[config.mk]
export PLATFORM = sky130hd
export DESIGN_NAME = bfa_word_scan
export DESIGN_NICKNAME = d
export VERILOG_FILES = /design/src/rtl/bfa_pkg.sv /design/src/rtl/bfa_word_scan.sv
export SDC_FILE = /design/constraint.sdc
export NUM_CORES = 1
export LEC_CHECK = 0
export ABC_CLOCK_PERIOD_IN_PS = 11030
export BUFFER_PORTS_ARGS = -buffer_cell sky130_fd_sc_hd__buf_2
export CORE_AREA = 5 5 94 70
export DETAILED_ROUTE_END_ITERATION = 10
export DIE_AREA = 0 0 99 75
export GPL_ROUTABILITY_DRIVEN = 0
export PLACE_DENSITY = 0.72
export SETUP_SLACK_MARGIN = 0.1
export SYNTH_ARGS = -nofsm -noshare
export SYNTH_HDL_FRONTEND = slang
export SYNTH_SLANG_ARGS = --single-unit
[constraint.sdc]
create_clock -name vclk -period 11.03
set_input_delay 0.5515 -clock vclk [all_inputs]
set_output_delay 0.5515 -clock vclk [all_outputs]
set_load 0.01 [all_outputs]
[src/rtl/bfa_pkg.sv]
// ----------------------------------------------------------------------------
// bfa_pkg
// Shared types and constants of the bitmap first-fit allocator: map codes,
// map word patterns, command and status codes, controller states and the
// per-word scan summary.
// ----------------------------------------------------------------------------
package bfa_pkg;

    // default heap size is 2^HEAP_ORDER_DEF bytes
    localparam int HEAP_ORDER_DEF = 16;

    // transaction field widths
    localparam int REQ_BYTES_W = 17;
    localparam int OFFSET_W    = 16;

    // unit count of a request: up to (2^17 - 1 + 15) / 16 = 8192
    localparam int NEED_W = 14;

    // two-bit unit codes
    localparam logic [1:0] CODE_FREE = 2'b11;
    localparam logic [1:0] CODE_HEAD = 2'b01;
    localparam logic [1:0] CODE_BODY = 2'b00;

    // map word patterns used by the post-reset fill
    localparam logic [31:0] WORD_HEAD = 32'h4000_0000;
    localparam logic [31:0] WORD_BODY = 32'h0000_0000;
    localparam logic [31:0] WORD_FREE = 32'hFFFF_FFFF;

    // commands
    localparam logic CMD_ALLOC = 1'b0;
    localparam logic CMD_FREE  = 1'b1;

    // result status
    localparam logic STATUS_OK       = 1'b0;
    localparam logic STATUS_NO_SPACE = 1'b1;

    // controller states
    typedef enum logic [2:0] {
        ST_INIT,
        ST_IDLE,
        ST_SCAN,
        ST_MARK,
        ST_FREE,
        ST_DONE
    } state_t;

    // summary of one map word during the first-fit search
    typedef struct packed {
        logic       found;      // run completes in this word
        logic       use_carry;  // run started in an earlier word
        logic [3:0] head_pos;   // first unit of a run found inside the word
        logic [3:0] tail_pos;   // last unit of the run
        logic       all_free;   // every unit of the word is free
        logic [4:0] trail_cnt;  // free units at the end of the word
    } scan_res_t;

endpackage

[src/rtl/bfa_word_scan.sv]
// ----------------------------------------------------------------------------
// bfa_word_scan
// First-fit analysis of one map word: extends a run carried in from earlier
// words, looks for a run that fits inside the word, and reports the free
// tail that carries into the next word.
// ----------------------------------------------------------------------------
module bfa_word_scan (
    input  logic [31:0]                 word,
    input  logic [bfa_pkg::NEED_W-1:0]  need,
    input  logic [15:0]                 need_mask,
    input  logic                        need_small,
    input  logic [bfa_pkg::NEED_W-1:0]  streak,
    output bfa_pkg::scan_res_t          res
);

    import bfa_pkg::*;

    localparam int SUM_W = NEED_W + 1;

    logic [15:0]        free_vec;   // bit i set: unit i (msb pair is unit 0) free
    logic [4:0]         lead_cnt;
    logic [4:0]         trail_cnt;
    logic [15:0]        win_ok;
    logic [3:0]         head_pos;
    logic               carry_hit;
    logic [NEED_W-1:0]  carry_left;
    logic [4:0]         win_tail;

    // free flags and leading/trailing free counts
    always_comb
    begin
        for (int i = 0; i < 16; i++)
        begin
            free_vec[i] = word[31-2*i] & word[30-2*i];
        end
        lead_cnt = 5'd16;
        for (int i = 15; i >= 0; i--)
        begin
            if (!free_vec[i])
            begin
                lead_cnt = 5'(i);
            end
        end
        trail_cnt = 5'd16;
        for (int i = 0; i < 16; i++)
        begin
            if (!free_vec[i])
            begin
                trail_cnt = 5'(15 - i);
            end
        end
    end

    // in-word window match at every start position, first one wins
    always_comb
    begin
        logic [31:0] sh;
        sh = 32'd0;
        for (int p = 0; p < 16; p++)
        begin
            sh = 32'(need_mask) << p;
            win_ok[p] = need_small && (sh[31:16] == 16'd0) &&
                        ((free_vec & sh[15:0]) == sh[15:0]);
        end
        head_pos = 4'd0;
        for (int p = 15; p >= 0; p--)
        begin
            if (win_ok[p])
            begin
                head_pos = 4'(p);
            end
        end
    end

    // completion of a run carried in from the previous words
    assign carry_hit  = (streak != '0) &&
                        ((SUM_W'(streak) + SUM_W'(lead_cnt)) >= SUM_W'(need));
    assign carry_left = need - streak - NEED_W'(1);
    assign win_tail   = 5'(head_pos) + need[4:0] - 5'd1;

    // summary
    always_comb
    begin
        res.found     = carry_hit || (win_ok != 16'd0);
        res.use_carry = carry_hit;
        res.head_pos  = head_pos;
        res.tail_pos  = carry_hit ? carry_left[3:0] : win_tail[3:0];
        res.all_free  = (free_vec == 16'hFFFF);
        res.trail_cnt = trail_cnt;
    end

endmodule

; ---- After elaboration in Yosys (flattened, before gate mapping)
; Index checks and enable logic that the tools add are counted.
; Widths: inputs -> output; s select.
[totals]
wordCells = 154
in_bits = 77
register_bits = 0
[classes]
n_eq_ne = 17
n_mux = 49
magnitude_cmp = 1
n_reduce_logical = 50
bitwise_logic = 32
n_addsub = 5
[op_table]
columns = operator, n
row1 = $and 16x16->16, 16
row2 = $eq 16x16->1, 16
row3 = $logic_not 16->1, 15
row4 = $mux 5, 32
row5 = $mux 4, 17
row6 = $logic_and 1x1->1, 32
row7 = $and 1x1->1, 16
row8 = $eq 16x16->1 const B, 1
row9 = $reduce_bool 16->1, 1
row10 = $add 14x5->15, 1
row11 = $ge 15x14->1, 1
row12 = $reduce_bool 14->1, 1
row13 = $sub 4x1->4 const B, 2
row14 = $add 4x4->4, 1
row15 = $sub 4x4->4, 1
row16 = $logic_or 1x1->1, 1

; ---- Depth between registers and ports, before layout
[depth]
word_depth = 23
ltp_mapped = 30

; ---- Least setup slack after synthesis
; Ideal clock, no wire load.
[synth_timing]
kind = input to output
startpoint = input word[1]
endpoint = output res[9] (netlist bit)
path_stages = 30
arrival_ps = 4743
path_slack_ps = 5735
cell_sequence = nand2_1 > clkbuf_1 > a31oi_1 > o21bai_1 > a31oi_1 > o21bai_1 > a31oi_1 > o21bai_1 > a31oi_1 > nor2_1 > ha_1 > inv_1 > fa_1 > inv_1 > a21oi_1 > nor2_1 > o21a_1 > o211a_1 > nand4_1 > xnor2_1 > ha_1 > nand3_1 > o22ai_1 > nor3_1 > o31ai_1 > a21oi_1 > nor2b_1 > o21ai_2 > mux2i_1 > xnor2_1
[synth_rtl]
columns = item, line_no
row1 = "start, declared", bfa_word_scan.sv:8  ; input logic [31:0] word,
row2 = "end, declared", bfa_word_scan.sv:13  ; output bfa_pkg::scan_res_t res

==> impl_metrics.tcl <==
set metrics [dict create \
    wirelength_um 8850 \
    via_count 3185 \
    grt_overflow 0 \
    die_w_um 99 \
    drc_errors 0 \
    grt_pass1_wl_um 14000 \
    core_mm2 0.00555 \
    synth_cells 358 \
    status "finished, final reports clean" \
    critPathRequiredTime_ns 10.48 \
    seq_area_um2 0 \
    grt_max_degree 20 \
    grt.total_usage_pct 22.5 \
    cts_resized 0 \
    drv_slew 0 \
    min_period_ns 6.14 \
    diodes 0 \
    fillers 556 \
    grt-busiest-layer "met1" \
    slowest_stage "nand2_1" \
    met1_usage_pct 34.4 \
    multi_input_area_mm2 0.00219 \
    grtUsageMet3_pct 3.52 \
    cp_max_fo 19 \
    maxCapViolCount 0 \
    rows 23 \
    grt_pass1_vias 2828 \
    synth_cell_type_count 55 \
    clkbuf_count 0 \
    rsz0062_at_grt "no" \
    worstMarginPinSlew_ns 0.689 \
    cts_setup_buffers 0 \
    leakage_nw 1.38 \
    hp-class "in -> out" \
    yosysTopAreaCellShare_pct 13.6 \
    crit_type "in -> out" \
    whs_ns 1.51 \
    crit_top_cell "a31oi_1" \
    initialDrtViolationCount 633 \
    grtUsageMet2_pct 34.1 \
    synth_area_leaders "ha_1 (14%), a22oi_1 (10%), nand2_1 (5.2%)" \
    ys_warn_count 0 \
    cp_slowest_stage_delay_ns 0.51 \
    worstPathArrival_ns 5.59 \
    cp_top_family "compound AO/OA/AOI/OAI gates" \
    startpoint_type "primary input" \
    initial_core_util_pct 43.1 \
    drive_gt1_share_pct 24.2 \
    ioPinCount 93 \
    hold_violations 0 \
    routedWlPerCell_um 17.6 \
    dp_hpwl_um 6880 \
    ys_seq_area_share_pct 0 \
    numPortBuffers 93 \
    ir_worst_vdd_v 0.0000211 \
    via_per_inst 6.32 \
    worst-path-buf-inv 4 \
    setup_ws_ns 4.89 \
    avgSynthCellArea_um2 6.69 \
    fin_util_pct 51.5 \
    fmax_mhz 163 \
    min_period_over_period_pct 55.7 \
    die_h_um 75 \
    power_density_mw_per_mm2 35.5 \
    area_growth_pct 19.5 \
    drt-pass1-iter-count 9 \
    critPathCaptureType "output pin" \
    tns_ns 0 \
    seq_cells 0 \
    worst_hold_startpoint "need[3]" \
    hold_buffers 0 \
    syn-num-nets 464 \
    antenna_found_initial 0 \
    drtAntennaViolNets 0 \
    syn-cell-area_mm2 0.00240 \
    die_area_mm2 0.00743 \
    yosysTopAreaCell "ha_1" \
    nets 537 \
    setup_violations 0 \
    cp-startpoint "word[1]" \
    post-place-ws_ns 4.98 \
    slew_headroom_pct 54.0 \
]
through the flow:
stage	instance area [um^2]	cells	power, mW
after floorplan	2400	358	0.0616
after global placement	2860	504	0.0967
after detailed placement	2860	504	0.0986
after CTS	2860	504	0.0994
after global routing	2860	504	0.111
final	2860	504	0.102
final timing paths:
kind                  to  slack, ns  depth (start not counted)
setup / recovery  res[9]       4.89                         31
hold / removal    res[9]       1.51                          4
synthesized netlist by cell type (2+ instances only):
library cell   n
a2111oi_0      3
a211oi_1       3
a21boi_0      12
a21o_1         3
a21oi_1       20
a221oi_1       7
a222oi_1       4
a22o_1        11
a22oi_1       32
a31oi_1       10
and3_1         4
buf_2          5
clkbuf_1      16
fa_1           3
ha_1          26
inv_1         31
nand2_1       33
nand2b_1       3
nand3_1       14
nand3b_1       3
nand4_1        9
nor2_1        28
nor2b_1        4
nor3_1         6
nor4_1         5
o21a_1         3
o21ai_0        6
o21bai_1       8
o22a_1         2
o22ai_1        2
o31ai_1        4
xnor2_1       14
xor2_1         2
report_power, final:
| part | total [mW] | internal [mW] | leakage (nW) | switching (mW) |
|---|---|---|---|---|
| combinational | 0.102 | 0.0422 | 1.38 | 0.0594 |
| clock | 0 | 0 | 0 | 0 |
| sequential | 0 | 0 | 0 | 0 |
| total | 0.102 | 0.0422 | 1.38 | 0.0594 |
final cells by class:
class,count,share of cell area (%)
Inverter,31,4.06
Multi-Input combinational cell,305,76.4
Tap cell,75,3.28
Timing Repair Buffer,93,16.3
cell usage in the layout, fill, tap and decap left out, types with 2 or more instances in the layout:
cell and instances:
ha_1 26, o22ai_1 2, a21boi_0 12, o21bai_1 8, a21oi_1 20, a21o_1 3, nor3_1 6, nand4_1 9
a222oi_1 4, o21ai_0 6, nor4_1 5, xnor2_1 14, nor2_1 28, o22a_1 2, o31ai_1 4, xor2_1 2
o21a_1 3, a22o_1 11, a2111oi_0 3, a22oi_1 32, nand2_1 33, nand3_1 14, a211oi_1 3, nor2b_1 4
fa_1 3, buf_2 93, a221oi_1 7, a31oi_1 10, inv_1 31, nand2b_1 3, and3_1 4, nand3b_1 3
metal layers:
| layer | wire, um | up-vias |
|---|---|---|
| li1 | - | 1516 |
| met1 | 3980 | 1407 |
| met2 | 3510 | 240 |
| met3 | 1260 | 22 |
| met4 | 98 | 0 |
| met5 | 0 | - |
kinds of logic (layout without fill, tap and decap cells):
family                     after synthesis  after routing  share of synthesized area [%]
and+or+nand+nor                        118            118                           25.6
buffers and inverters                   53            124                           8.72
muxes                                    2              2                          0.888
AOI/OAI and AO/OA                      139            139                           42.4
xor gates and xnor gates                16             16                           5.85
adders and majority gates               30             30                           16.5
(Power assumes the default switching activity.)
